File: config.mk
export PLATFORM = sky130hd
export DESIGN_NAME = skti_enc
export DESIGN_NICKNAME = d
export VERILOG_FILES = /design/src/rtl/skti_pkg.sv /design/src/rtl/skti_enc.sv
export SDC_FILE = /design/constraint.sdc
export NUM_CORES = 1
export LEC_CHECK = 0
export BUFFER_PORTS_ARGS = -buffer_cell sky130_fd_sc_hd__buf_2
export CAP_MARGIN = 20
export CORE_AREA = 2 2 203 205
export DETAILED_ROUTE_END_ITERATION = 10
export DIE_AREA = 0 0 205 207
export PLACE_DENSITY_LB_ADDON = 0.2
export SETUP_SLACK_MARGIN = 0.05
export SLEW_MARGIN = 20
export SYNTH_ARGS = -nofsm -noshare
export SYNTH_HDL_FRONTEND = slang
export SYNTH_SLANG_ARGS = --single-unit
File: constraint.sdc
create_clock -name vclk -period 1.6
set_input_delay 0.32 -clock vclk [all_inputs]
set_output_delay 0.32 -clock vclk [all_outputs]
set_load 0.05 [all_outputs]
File: src/rtl/skti_pkg.sv
// Shared constants and codes for the sorted key table.
`default_nettype none

package skti_pkg;

    // Default sizing, handed to the top level parameters
    localparam int CAPACITY_DEF = 256;
    localparam int KEY_BITS_DEF = 16;

    // Fixed port widths
    localparam int KEY_W  = 16;
    localparam int POS_W  = 9;
    localparam int STAT_W = 2;

    // Command codes
    localparam logic CMD_LOOKUP = 1'b0;
    localparam logic CMD_INSERT = 1'b1;

    // Status codes
    localparam logic [STAT_W-1:0] ST_OK   = 2'd0;
    localparam logic [STAT_W-1:0] ST_MISS = 2'd1;
    localparam logic [STAT_W-1:0] ST_DUP  = 2'd2;
    localparam logic [STAT_W-1:0] ST_FULL = 2'd3;

endpackage

`default_nettype wire

File: src/rtl/skti_enc.sv
// Turns the one-hot boundary flags of the cell row into a position and a hit flag.
`default_nettype none

module skti_enc import skti_pkg::*; #(
    parameter int CAPACITY = CAPACITY_DEF,
    parameter int CNT_W    = 9
) (
    input  wire logic [CAPACITY-1:0] i_bnd,
    input  wire logic [CAPACITY-1:0] i_eq,
    input  wire logic                i_all_lt,
    output logic      [CNT_W-1:0]    o_pos,
    output logic                     o_found
);

    logic [CNT_W-1:0] pos_or;
    logic             hit;

    always_comb begin
        pos_or = '0;
        hit    = 1'b0;
        for (int i = 0; i < CAPACITY; i++) begin
            if (i_bnd[i]) begin
                pos_or = pos_or | CNT_W'(i);
            end
            hit = hit | (i_bnd[i] & i_eq[i]);
        end
    end

    // no boundary at all: every slot holds a smaller key, so the point is the end
    assign o_pos   = i_all_lt ? CNT_W'(CAPACITY) : pos_or;
    assign o_found = hit;

endmodule

`default_nettype wire

# ---- Word-level counts from Yosys, hierarchy flattened
# Index checks and enable logic that the tools add are counted.
dict set report word_totals {
  ff_bits 0
  latchBits 0
  mem_bits_rw 0
  rom_bits 0
  in_bits 513
  output_inout_bits 10
  wordCells 767
  mem_count 0
}
dict set report classes {
  n_addsub 0
  multipliers 0
  div_mod_pow 0
  order_cmp 0
  n_eq_ne 0
  n_shift 0
  n_mux 256
  bitwise_logic 511
  n_reduce_logical 0
}
# op count
set op_table {}
lappend op_table {{2-to-1 mux 8 bit} 128}
lappend op_table {{2-to-1 mux 7 bit} 64}
lappend op_table {{AND 1 bit} 256}
lappend op_table {{OR 1 bit} 255}
lappend op_table {{2-to-1 mux 6 bit} 32}
lappend op_table {{2-to-1 mux 5 bit} 16}
lappend op_table {{2-to-1 mux 4 bit} 8}
lappend op_table {{2-to-1 mux 3 bit} 4}
lappend op_table {{2-to-1 mux 9 bit} 1}
lappend op_table {{2-to-1 mux 2 bit} 2}
lappend op_table {{2-to-1 mux 1 bit} 1}

# ---- Logic depth before layout (Yosys ltp)
dict set report logic_depth {
  depth_word 256
  mapped_depth 5
}

# ---- Worst setup path before layout
# OpenSTA, ideal clock, no wires.
dict set report synth_timing {
  kind {input to output}
  from {in i_bnd[157]}
  to {out o_pos[7]}
  arrival_time_ps 1680
  t_required_ps 1280
  slack_ps -400
  path_stages 5
  n_path_buf 0
  path_cell_list {or4_4 nor2_2 nand3_1 nor4_2 a41oi_1}
}
dict set report synth_between {
  elab_chain_cells 100
}
# item line_no
set synth_rtl {}
lappend synth_rtl {{start, declared} skti_enc.sv:8} ;# input wire logic [CAPACITY-1:0] i_bnd,
lappend synth_rtl {{2-to-1 mux 8 bit (99 in series)} skti_enc.sv:22} ;# if (i_bnd[i]) begin
lappend synth_rtl {{2-to-1 mux 9 bit} skti_enc.sv:30} ;# assign o_pos = i_all_lt ? CNT_W'(CAPACITY) : pos_or;
lappend synth_rtl {{end, declared} skti_enc.sv:11} ;# output logic [CNT_W-1:0] o_pos,
# Every way passes these cells.

# ---- Final worst setup path
dict set report layout_timing {
  from {in i_bnd[151]}
  to {out o_found}
}
dict set report layout_between {
  elab_chain_cells 106
}
# item line_no
set layout_rtl {}
lappend layout_rtl {{AND 1 bit} skti_enc.sv:25} ;# hit = hit | (i_bnd[i] & i_eq[i]);
lappend layout_rtl {{OR 1 bit (105 in series)} skti_enc.sv:25}
lappend layout_rtl {{end, declared} skti_enc.sv:12} ;# output logic o_found
# Every way passes these cells.

==> impl_metrics.yaml <==
status:
  status: "finished with violations"
  violations: "setup timing"
floorplan:
  core_region_area_mm2: 0.0404
  row_count: 74
  start_util_pct: 6.16
  num_io_pins: 523
  die_area_mm2: 0.0424
  die_x_um: 205
  die_h_um: 207
grt:
  grt_overflow: 0
  grt_pass1_wl_um: 71100
  grt_max_degree: 10
  antenna_found_initial: 11
  grt_pass1_vias: 8162
  grt_usage_pct: 24.9
sta:
  slew_headroom_pct: 72.2
  max_freq_mhz: 388
  hold_viol_final: 0
  holdWs_ns: 1.14
  period_share_pct: 161
  maxSlewViolCount: 0
  fin_crit_ns: 2.58
  rsz0062_at_grt: "true"
  setup_viol: 9
  tightest_slew_ns: 0.417
  finalSetupTns_ns: -6.14
  fin_ws_ns: -0.977
power_and_ir_drop:
  p_leak_nw: 4.52
  seqPwrFrac_pct: 0
  ir_drop_uv: 127
  p_clk_share_pct: 0
  powerDensity_mw_per_mm2: 268
  switching_share_pct: 51.7
  power_frac_comb_pct: 100.0
  power.switching_mw: 1.33
  p_int_mw: 1.25
routing:
  wl_per_cell_um: 32.5
  dr_total_vias: 7637
  drcViolationCount: 0
  drtIter0Drc: 464
  routed_wl_um: 55700
  postRouteAntennaNets: 0
  viasPerCell: 4.45
  drtPass1Iterations: 6
synthesis:
  seq_area_frac_synth_pct: 0
  synth_nets: 868
  ys_warn_count: 0
  synthCells: 355
  synthesis.area_mm2: 0.00249
  avgSynthCellArea_um2: 7.01
  yosys.cell_types.count: 19
cells_and_area:
  nClkBuffers: 0
  nets: 1696
  utilization_pct: 23.9
  final_common_cell: "buf_2"
  drive_gt1_share_pct: 80.9
  flops_and_latches: 0
  fillers: 4610
  seqCellArea_um2: 0
  syn_to_final_growth_pct: 287
  layout_common_cells: "buf_2, buf_4, a22o_1"
placement:
  dp_hpwl_um: 52400
  pre_cts_ws_ns: -1.46
  gp_congestion: 0.881
  portBuffers: 523
setup_path:
  startpoint_type: "input port"
  critPathMaxFanout: 2
  max_stage_delay_ns: 0.42
  worst-endpoint-arrival_ns: 2.26
  crit_type: "input port to output pin"
  critPathCaptureType: "output pin"
  crit_slowest_cell: "nor4_4"
  cp.required_ns: 1.28
  crit_chain: "buf_2 > a22o_1 > a221oi_2 > buf_4 > nand4_1 > nor4_4 > buf_4 > nand4_1 > buf_6"
worst_hold_path:
  whs_path_depth: 2
  hold_class: "input port to output pin"
clock_tree:
  ctsHoldBuffers: 0
flow_run:
  drv_cap: 0
==> path summary, 6_finish.rpt <==
check	start	endpoint	slack [ns]
hold / removal	i_all_lt	o_pos[8]	1.14
setup / recovery	i_bnd[151]	o_found	-0.98
==> cell families (layout without fill, tap and decap cells) <==
logic type / after synthesis / in the layout / share of synthesized area, %
other cells: 0 / 2 / 0
buf+inv: 3 / 829 / 0.603
simple gates: 216 / 216 / 51.6
compound gates: 136 / 136 / 47.8
==> metrics by stage <==
step / total power, mW / cells / area (um^2)
global route: 2.68 / 1715 / 9640
CTS: 2.50 / 1709 / 9230
detailed placement: 2.36 / 1705 / 8630
global placement: 2.37 / 1705 / 8630
finish: 2.58 / 1715 / 9640
floorplan: 0.403 / 355 / 3000
==> metal layers <==
layer	part of all wire [%]	track usage [%]	up-vias
li1	-	-	3418
met4	1.1	1.17	16
met5	0.18	0	-
met3	5.2	3.08	50
met2	51	46.8	373
met1	42	31.3	3780
==> what timing repair did <==
item / 4_1_cts / 5_1_grt
setup buffers: 5 / 4
pin swaps: 35 / 34
setup endpoints to repair: 9 / 9
hold endpoints to repair: 0 / 0
gates resized for setup: 114 / 78
==> critical path: cells and delay by family <==
family	cells	cell delay (ns)
AOI/OAI and AO/OA	2	0.46
buffers and inverters	4	0.68
and+or+nand+nor	3	0.79
==> Yosys cell counts (all sizes together) <==
cell type	instances	area, um^2
a22o	64	562
nand4	45	282
and2	1	6.26
a41oi	7	61.3
buf	2	11.3
inv	1	3.75
nor4	107	701
a31oi	1	6.26
a221oi	64	561
nor3	23	115
nor2	16	62.6
nand2	14	52.6
nand3	6	30.0
or4	4	33.8
==> final cells by class <==
class	count	area [um^2]	area share, %
well taps	532	666	6.91
diodes	2	5.00	0.0519
multi-input cells	352	3610	37.4
inverters	1	3.75	0.0390
repair buffers	828	5350	55.6
==> power by group through the flow <==
stage / Clock [mW] / Sequential (mW) / Combinational, mW
floorplan: 0 / 0 / 0.403
global placement: 0 / 0 / 2.37
detailed placement: 0 / 0 / 2.36
CTS: 0 / 0 / 2.50
global route: 0.000000167 / 0 / 2.68
finish: 0.000000167 / 0 / 2.58
Note: power is estimated with default switching activity, not from simulation.
