File: src/rtl/skti_pkg.sv
// Shared constants and codes for the sorted key table.
`default_nettype none

package skti_pkg;

    // Default sizing, handed to the top level parameters
    localparam int CAPACITY_DEF = 256;
    localparam int KEY_BITS_DEF = 16;

    // Fixed port widths
    localparam int KEY_W  = 16;
    localparam int POS_W  = 9;
    localparam int STAT_W = 2;

    // Command codes
    localparam logic CMD_LOOKUP = 1'b0;
    localparam logic CMD_INSERT = 1'b1;

    // Status codes
    localparam logic [STAT_W-1:0] ST_OK   = 2'd0;
    localparam logic [STAT_W-1:0] ST_MISS = 2'd1;
    localparam logic [STAT_W-1:0] ST_DUP  = 2'd2;
    localparam logic [STAT_W-1:0] ST_FULL = 2'd3;

endpackage

`default_nettype wire

File: src/rtl/skti_cell.sv
// One table slot: holds a key, compares it against the search key, shifts on insert.
`default_nettype none

module skti_cell import skti_pkg::*; #(
    parameter int KEY_BITS = KEY_BITS_DEF,
    parameter int CNT_W    = 9,
    parameter int IDX      = 0
) (
    input  wire logic                i_clk,
    input  wire logic [KEY_BITS-1:0] i_key,
    input  wire logic [CNT_W-1:0]    i_count,
    input  wire logic                i_left_lt,
    input  wire logic [KEY_BITS-1:0] i_left_key,
    input  wire logic                i_cmp,
    input  wire logic                i_ins,
    output logic      [KEY_BITS-1:0] o_key,
    output logic                     o_lt,
    output logic                     o_eq,
    output logic                     o_bnd
);

    logic [KEY_BITS-1:0] r_key, n_key;
    logic                r_lt, n_lt;
    logic                r_eq, n_eq;
    logic                occupied;

    assign occupied = (CNT_W'(IDX) < i_count);

    always_comb begin
        n_lt  = r_lt;
        n_eq  = r_eq;
        n_key = r_key;
        if (i_cmp) begin
            n_lt = occupied && (r_key < i_key);
            n_eq = occupied && (r_key == i_key);
        end
        // slots at or past the insertion point take the new key or the left neighbor's
        if (i_ins && !r_lt) begin
            n_key = i_left_lt ? i_key : i_left_key;
        end
    end

    always_ff @(posedge i_clk) begin
        r_lt  <= n_lt;
        r_eq  <= n_eq;
        r_key <= n_key;
    end

    assign o_key = r_key;
    assign o_lt  = r_lt;
    assign o_eq  = r_eq;
    assign o_bnd = i_left_lt && !r_lt;

endmodule

`default_nettype wire

File: config.mk
export PLATFORM = sky130hd
export DESIGN_NAME = skti_cell
export DESIGN_NICKNAME = d
export VERILOG_FILES = /design/src/rtl/skti_pkg.sv /design/src/rtl/skti_cell.sv
export SDC_FILE = /design/constraint.sdc
export NUM_CORES = 1
export LEC_CHECK = 0
export ABC_CLOCK_PERIOD_IN_PS = 2200
export BUFFER_PORTS_ARGS = -buffer_cell sky130_fd_sc_hd__buf_2
export CAP_MARGIN = 20
export CORE_MARGIN = 4
export CORE_UTILIZATION = 45
export CTS_CLUSTER_DIAMETER = 120
export DETAILED_ROUTE_END_ITERATION = 16
export MAX_ROUTING_LAYER = met4
export PLACE_DENSITY = 0.82
export RECOVER_POWER = 25
export SYNTH_ARGS = -nofsm -noshare
export SYNTH_HDL_FRONTEND = slang
export SYNTH_SLANG_ARGS = --single-unit
File: constraint.sdc
create_clock -name i_clk -period 2.2 [get_ports i_clk]
set_input_delay 0.33 -clock i_clk [delete_from_list [all_inputs] [get_ports i_clk]]
set_output_delay 0.33 -clock i_clk [all_outputs]
set_load 0.005 [all_outputs]
Word-level counts from Yosys, hierarchy flattened:

Index checks and enable logic that the tools add are counted.

* $add $sub $neg: 0
* multiply operators: 0
* div/mod/pow operators: 0
* order comparisons: 2
* equal/unequal tests: 1
* shifts and indexed selects: 0
* muxes and demuxes: 1
* bitwise operators: 0
* reduce and logical (&&, ||, !) cells: 5

Operators with widths (count)
* equality test 16 bit: 1
* < comparator 16 bit: 1
* 2-to-1 mux 16 bit: 1
* < comparator 1 x 9 -> 1 bit (first input constant): 1
* logical AND 1 bit: 4
* zero test 1 bit: 1

* bits in registers: 18
* latch bits: 0
* bits in writable memories: 0
* ROM bits: 0
* input port bits: 45
* logic and storage cells: 12
* memories kept: 0

Longest topological paths before layout:

Gate-level depths: netlist of run 1.

* depth in word-level cells: 2
* mapped depth: 6
* gate-level depth less buffers: 6

Least setup slack after synthesis of run 1:

Ideal clock, no wire load.

* path type: register -> register
* from: register r_lt, in the netlist o_lt
* to: register r_key[0], in the netlist o_key[0], enable pin
* setup time: 390 ps
* arrival: 1181 ps
* required time: 1810 ps
* path slack: 629 ps
* stages on the path, launching flop included: 2
* buffers on the path: 0
* period minus slack after synthesis: 1571 ps
* path through: edfxtp_1 > nor2b_1

* cells in the longest elaborated chain, start to end: 2

Ends and longest elaborated chain
* start, declared: line skti_cell.sv:23 `logic r_lt, n_lt;`
* start signal, assigned: line skti_cell.sv:44 `r_lt <= n_lt;`
* zero test 1 bit: line skti_cell.sv:38 `if (i_ins && !r_lt) begin`
* logical AND 1 bit: line skti_cell.sv:38
* end signal, assigned: line skti_cell.sv:46 `r_key <= n_key;`
* end, declared: line skti_cell.sv:22 `logic [KEY_BITS-1:0] r_key, n_key;`

No other way between the ends.
A chain may end at the register's enable or synchronous reset.

Worst setup path after layout of run 1:

* from: input port i_left_lt
* to: output port o_bnd

* cells in the longest elaborated chain, start to end: 1

Ends and longest elaborated chain
* start, declared: line skti_cell.sv:12 `input wire logic i_left_lt,`
* logical AND 1 bit: line skti_cell.sv:52 `assign o_bnd = i_left_lt && !r_lt;`
* end, declared: line skti_cell.sv:19 `output logic o_bnd`

No other way between the ends.

==> results of run 1 <==
==> final cells by class <==
type | instances | area [um2] | area share [%]
clock buffers | 3 | 22.52 | 1.426
inverters | 16 | 60.06 | 3.803
multi-input cells | 63 | 598.1 | 37.88
flip-flops and latches | 18 | 540.5 | 34.23
well taps | 30 | 37.54 | 2.377
repair buffers | 64 | 320.3 | 20.29
==> stage by stage <==
| stage | std cells | utilization [%] | area [um2] | setup slack, ps | hold WS (ps) |
|---|---|---|---|---|---|
| after floorplan | 99 | - | 1215 | 628.7 | 442.5 |
| after global placement | 191 | 61.81 | 1559 | 603.4 | 550.1 |
| after detailed placement | 191 | 61.81 | 1559 | 540.5 | 560.9 |
| after CTS | 194 | 62.70 | 1582 | 563.8 | 252.7 |
| after global routing | 194 | 62.60 | 1579 | 432.9 | 299.5 |
| final | 194 | 62.60 | 1579 | 559.1 | 306.3 |
==> cell usage in the layout (no fill, tap or decap), drive strengths merged <==
cell type / count
o21ai: 1
and3: 1
nor2: 1
a21boi: 1
inv: 16
a21oi: 5
nand2: 3
a211oi: 1
and4: 2
nor4: 2
nor2b: 3
buf: 62
clkbuf: 5
nand3: 2
nand4: 3
nor3: 2
o211ai: 2
edfxtp: 18
mux2: 16
a21o: 2
ha: 16
==> logic make-up after synthesis <==
| group | share of synthesized area, % |
|---|---|
| multiplexers | 14.83 |
| buffers and inverters | 6.282 |
| AND/OR/NAND/NOR | 10.71 |
| flip-flops | 44.49 |
| adder cells (fa/ha/maj) | 16.48 |
| AO/OA/AOI/OAI | 7.209 |
==> path summary, 6_finish.rpt <==
path                            depth (start not counted)       from   endpoint  slack, ps
worst max-delay path                                    3  i_left_lt      o_bnd        560
worst min-delay path                                    1      i_cmp       o_lt        310
worst max register to register                          5  o_key[15]       o_lt        570
worst min register to register                          2       o_lt  o_key[11]        810
==> cells in the mapped netlist (all sizes together) <==
library cell / instances
ha: 16
buf: 2
a21o: 2
a211oi: 1
and3: 1
a21oi: 5
o21ai: 1
a21boi: 1
nor4: 2
and4: 2
nor3: 2
inv: 16
nand2: 3
edfxtp: 18
nor2b: 3
o211ai: 2
mux2: 16
nand3: 2
nand4: 3
nor2: 1
==> flip-flops by register name (all words and copies together), names as in the netlist <==
signal / flops
o_eq: 1
o_key: 16
o_lt: 1
==> layer usage <==
| metal | wire length, um | part of all wire (%) | vias up |
|---|---|---|---|
| met4 | 60 | 2.3 | 0 |
| met5 | 0 | 0 | - |
| li1 | - | - | 496 |
| met3 | 194 | 7.4 | 8 |
| met2 | 1380 | 53 | 42 |
| met1 | 990 | 38 | 445 |
==> critical path, stage by stage <==
cell,delay (ps)
clkbuf_1,650
nor2b_1,200
buf_2,110
==> power by group through the flow <==
stage / registers (mW) / clock network [mW] / logic (mW)
after detailed placement: 0.421 / 0 / 0.179
after global routing: 0.416 / 0.182 / 0.201
after global placement: 0.420 / 0 / 0.171
after floorplan: 0.422 / 0 / 0.0974
final: 0.413 / 0.162 / 0.177
after CTS: 0.413 / 0.171 / 0.180
==> impl_metrics.ini, run 1 <==
[run_status]
outcome = complete, no violations

[clock_network]
cts_tree = done
cts_root_buffer = clkbuf_4
clk_pin_slew_ps = 100
clkLatencyLatePin_ps = 290
cts_buffer_depth = 2
cts-buffers-inserted = 3
h-tree-depth = 1
clock-sinks = 18
post_cts_buffers = 0
hold_buffers = 0
post_cts_resized = 0

[yosys]
yosysWarnings = 0
ys_seq_elements = 18
ys_types = 27
synth_top_area_share_pct = 44.49
seq_area_frac_synth_pct = 44.49
synth.avg_cell_area_um2 = 12.27
synth_cells = 99
synth_area_leader_cell = edfxtp_1
synth_fp_nets = 160
synth_area_leaders = edfxtp_1, ha_1, mux2_2, inv_1, a21oi_1
netlist_area_um2 = 1215

[global_routing]
grt_pass1_vias = 1066
antenna_found_initial = 0
grtUsageTotal_pct = 15.97
grt_max_degree = 18
gr-max-usage-layer = met2
use_met3_pct = 2.376
grt_use_met2_pct = 28.86
gr-usage-met1_pct = 16.76
grt_first_pass_wirelength_mm = 4.167
grt_overflow = 0

[floorplan]
core_area_um2 = 2522
die_x_um = 59.96
die_h_um = 59.96
die_area_um2 = 3595
initial_core_util_pct = 48.16
num_io_pins = 64
row_count = 18

[sta]
slew_violations = 0
finalSetupTns_ps = 0
tightest_slew_ps = 898.5
relSlewSlack_pct = 40.10
clock_skew_ps = 4.174
hold_viol_final = 0
setup_viol = 0
fin_crit_ps = 1641
rsz0062_at_grt = no
post-route-period-util_pct = 74.59
fmax_mhz = 609.4

[pwr]
p_leak_nw = 0.7741
p_per_area_nw_per_um2 = 475.9
pwr-share-seq_pct = 54.9
comb_power_share_pct = 23.6
peakVddDrop_v = 0.0004118
intPower_mw = 0.5622
p_sw_share_pct = 25.18
power_frac_clock_pct = 21.5
p_total_mw = 0.7515
power_switching_mw = 0.1893

[critical_path]
cp.required_ps = 1870
crit_type = primary input to primary output
end_kind = primary output
cp.arrival_ps = 1310
critPathLaunchType = primary input
worstPathMaxFanout = 17

[drt]
drc = 0
drt-initial-drc-count = 10
routed_wl_mm = 2.626
routedWlPerCell_um = 13.54
via_per_inst = 5.108
ant_nets = 0
dr.pass1.iters = 4
via_count = 991

[flow_run]
drv_cap = 0

[hold_path]
hp-class = primary input to flip-flop

[placement]
hpwlAfterDp_mm = 2.254
io_buffers = 63
gp_congestion = 0.6929

[cells_and_area]
area_growth_pct = 29.97
fillers = 223
drive_gt1_share_pct = 54.27
nets = 227
n_antenna_cell = 0
Power figures use the tool's default switching activity.
==> inputs of run 2 (changes only) <==
- ABC_CLOCK_PERIOD_IN_PS: 2200 -> 1600
- clock period: 2.2 -> 1.6 ns (I/O delays scaled with it)
==> run 2 against run 1 <==
Compared with the run above:
- global-route usage rose by 0.22 points
- sequential power rose by 38%
- combinational power rose by 53%
- via count rose by 0.50%
- critical path type is now flip-flop to flip-flop
- wire length rose by 5.3%
- critical path depth rose by 2
- clock-buffer cell count did not move
- non-clock buffer count rose by 1
- sequential share of layout area fell by 1.8 points
- highest routed layer unchanged
- register-to-register slack got worse by 520 ps
- power rose by 44%
- worst hold slack got worse by 120 ps
==> impl_metrics.ini, run 2 (synthesis gave the netlist of run 1 again) <==
[run_status]
outcome = complete, no violations

[placement]
hpwlAfterDp_mm = 2.245
dp_cells = 191
io_buffers = 63
gp_congestion = 0.6894

[clock_network]
cts_buffer_depth = 2
clk_pin_slew_ps = 110
hold_buffers = 0
h-tree-depth = 1
cts_tree = done
cts-buffers-inserted = 3
clkLatencyLatePin_ps = 300
cts_root_buffer = clkbuf_4
clock-sinks = 18

[cells_and_area]
layout.cells.non_filler = 196
final_cell_mix = buf_2, edfxtp_1, inv_1, mux2_2, ha_1
area_growth_pct = 37.18
n_antenna_cell = 0
nets = 228
final_common_cell = buf_2
drive_gt1_share_pct = 57.83
largest_reg_flops = 16

[sta]
hold_viol_final = 0
slew_violations = 0
relSlewSlack_pct = 39.70
clock_skew_ps = 2.514
fmax_mhz = 644.4
finalSetupTns_ps = 0
post-route-period-util_pct = 96.98
rsz0062_at_grt = yes
fin_crit_ps = 1552
setup_viol = 0
tightest_slew_ps = 904.5

[critical_path]
rr_worst_depth = 5
worstPathMaxFanout = 4
critPathLaunchType = flip-flop
cp.arrival_ps = 1610
end_kind = flip-flop
cp.required_ps = 1660
crit_type = flip-flop to flip-flop

[global_routing]
antenna_found_initial = 0
grt_overflow = 0
grt_max_degree = 18
grt_pass1_vias = 1026
grt_first_pass_wirelength_mm = 4.195
grtUsageTotal_pct = 16.19

[pwr]
p_per_area_nw_per_um2 = 649.7
p_leak_nw = 0.7787
peakVddDrop_v = 0.0006627

[drt]
routedWlPerCell_um = 14.10
via_per_inst = 5.082
drt-initial-drc-count = 11
routed_wl_mm = 2.764
ant_nets = 0
via_count = 996
dr.pass1.iters = 4
drc = 0

[flow_run]
drv_cap = 0

[floorplan]
die_x_um = 59.96
die_h_um = 59.96
core_area_um2 = 2522
row_count = 18
num_io_pins = 64
die_area_um2 = 3595
initial_core_util_pct = 48.16

[hold_path]
hp-class = primary input to flip-flop
hold_depth = 1
## run 2: final timing paths
kind	start	endpoint	slack, ps
max	o_key[15]	o_lt	50
min	i_cmp	o_eq	180
max reg2reg	o_key[15]	o_lt	50
min reg2reg	o_lt	o_key[11]	820
## run 2: per-layer routing
metal / routed length (um) / global-route usage, % / up-vias
met3: 189 / 1.944 / 4
met5: 0 / - / -
li1: - / - / 499
met2: 1465 / 28.86 / 40
met1: 1066 / 18.50 / 453
met4: 42 / 5.696 / 0
## run 2: repair_timing
action | in CTS | in global routing
hold endpoints to repair | 0 | 0
buffers inserted | 0 | 1
setup endpoints to repair | 1 | 1
resized for setup | 1 | 6
pin swaps | 0 | 5
## run 2: per-stage QoR
stage                     hold WS [ps]  utilization (%)  area, um2  worst slack (ps)  total power [mW]
after CTS                        148.4            63.34       1598             18.68             1.063
after global placement           460.2            61.81       1559             80.94            0.8138
after floorplan                  352.5                -       1215             28.75            0.7148
after detailed placement         460.1            61.81       1559             3.329            0.8258
final                            184.2            66.07       1667             48.27             1.083
after global routing             191.4            66.07       1667            -24.73             1.143
## run 2: where the power goes
group          switching, mW  internal [mW]
logic                  0.122          0.149
clock network          0.151         0.0909
registers             0.0162          0.555
## run 2: critical path, stage by stage, from the launching register on
cell	delay (ps)
edfxtp_1	460
ha_4	320
nand4_4	100
nor3_2	190
a21boi_2	190
nor4_2	60
## run 2: area by class of cell
class                   count  area (um2)
flip-flops and latches     18       540.5
clock buffers               3       22.52
multi-input cells          63       674.4
fillers                   203       855.8
inverters                  16       60.06
repair buffers             65       327.8
well taps                  30       37.54
clock inverters             1       3.754
==> inputs of run 3 (changes only) <==
- BUFFER_PORTS_ARGS: -buffer_cell sky130_fd_sc_hd__buf_2 -> -buffer_cell sky130_fd_sc_hd__buf_4
==> run 3 against run 2 <==
Compared with the run above:
- register-to-register slack worse by 20 ps
- via count grew 3.5%
- critical path type unchanged
- clock-buffer cell count stayed put
- wire length is 10% higher
==> impl_metrics.ini, run 3 (synthesis gave the netlist of run 1 again) <==
[run_status]
outcome = complete, no violations

[floorplan]
initial_core_util_pct = 48.16
die_area_um2 = 3595
core_area_um2 = 2522
die_h_um = 59.96
die_x_um = 59.96
num_io_pins = 64
row_count = 18

[drt]
routedWlPerCell_um = 15.36
wl_met1_mm = 1.119
topRoutingLayerUsed = met4
drc = 0
routed_wl_mm = 3.042
dr.pass1.iters = 4
wl_met2_mm = 1.653
drt-initial-drc-count = 21
via_count = 1031
via_per_inst = 5.207
ant_nets = 0
dr_wl_met3_um = 225

[cells_and_area]
largest_reg_flops = 16
drive_gt1_share_pct = 58.33
final_cell_mix = buf_4, edfxtp_1, inv_1, mux2_2, ha_1
nets = 231
final_common_cell = buf_4
fillers = 195
design_area_um2 = 1833
area_growth_pct = 50.88
n_antenna_cell = 0
fin_util_pct = 72.67

[sta]
rsz0062_at_grt = yes
setup_viol = 0
hold_viol_final = 0
fmax_mhz = 635.4
fin_crit_ps = 1574
relSlewSlack_pct = 36.85
clock_skew_ps = 3.778
tightest_slew_ps = 947.3
slew_violations = 0
setup_ws_ps = 26.21
post-route-period-util_pct = 98.36

[pwr]
p_per_area_nw_per_um2 = 610.5
comb_power_share_pct = 28.8
power_frac_clock_pct = 20.1
p_leak_nw = 0.8437
peakVddDrop_v = 0.0005150
p_sw_share_pct = 25.13
power_switching_mw = 0.2812
pwr-share-seq_pct = 51.1
intPower_mw = 0.8378

[global_routing]
antenna_found_initial = 0
grtUsageTotal_pct = 16.94
grt_pass1_vias = 1049
grt_first_pass_wirelength_mm = 4.443
grt_max_degree = 18
grt_overflow = 0

[clock_network]
clkLatencyLatePin_ps = 290
h-tree-depth = 1
cts_root_buffer = clkbuf_4
clock-sinks = 18
cts_tree = done
hold_buffers = 0
clk_pin_slew_ps = 100
cts_buffer_depth = 2
cts-buffers-inserted = 3

[critical_path]
rr_worst_depth = 5
crit_type = flip-flop to flip-flop
cp.required_ps = 1640
end_kind = flip-flop
cp.arrival_ps = 1620
worstPathMaxFanout = 3
critPathLaunchType = flip-flop

[hold_path]
hold_depth = 1
hp-class = primary input to flip-flop

[placement]
gp_congestion = 0.7012
placed_area_um2 = 1717
io_buffers = 63
dpl_worst_slack_ps = 12.27

[flow_run]
drv_cap = 0
run 3: cell count changes in the layout (fill, tap and decap cells not counted), sizes merged:
cell | previous run | this run
buf | 63 | 66
clkinv | 1 | 0
run 3: what timing repair did:
action,in CTS,in global routing
setup endpoints to repair,1,1
resized for setup,1,5
buffers inserted,0,4
pin swaps,0,2
run 3: critical path, cell delays in order, from the launching register on:
cell      delay (ps)
edfxtp_1         450
ha_4             310
nand4_1          130
nor3_2           190
a21boi_2         190
nor4_2            60
run 3: cell type report:
type	instances	area (um2)	share of cell area (%)
Tap cell	30	37.54	2.048
Multi-Input combinational cell	63	669.4	36.52
Clock buffer	3	22.52	1.229
Inverter	16	60.06	3.276
Timing Repair Buffer	68	503.0	27.44
Sequential cell	18	540.5	29.49
run 3: final timing paths:
| path | startpoint | endpoint | slack [ps] |
|---|---|---|---|
| worst max-delay path | o_key[7] | o_lt | 30 |
| worst min-delay path | i_cmp | o_lt | 200 |
| worst max register to register | o_key[7] | o_lt | 30 |
| worst min register to register | o_lt | o_key[9] | 830 |
run 3: per-layer routing:
metal | up-vias | global-route usage [%]
li1 | 506 | -
met1 | 479 | 19.35
met2 | 42 | 30.09
met3 | 4 | 2.160
met4 | 0 | 6.013
met5 | - | -
run 3: power groups by stage:
stage                     sequential (mW)  clock [mW]  combinational, mW
after global routing                0.576       0.250              0.354
after global placement              0.578           0              0.281
after detailed placement            0.581           0              0.292
final                               0.572       0.225              0.322
after floorplan                     0.581           0              0.134
after CTS                           0.570       0.232              0.298
run 3: through the flow:
| step | std cells | TNS (ps) | hold WS (ps) | total power, mW |
|---|---|---|---|---|
| finish | 198 | 0 | 199.5 | 1.119 |
| global route | 198 | -85.65 | 182.7 | 1.180 |
| detailed placement | 191 | 0 | 450.2 | 0.8724 |
| CTS | 194 | 0 | 143.9 | 1.100 |
| global placement | 191 | 0 | 450.1 | 0.8594 |
| floorplan | 99 | 0 | 352.5 | 0.7148 |
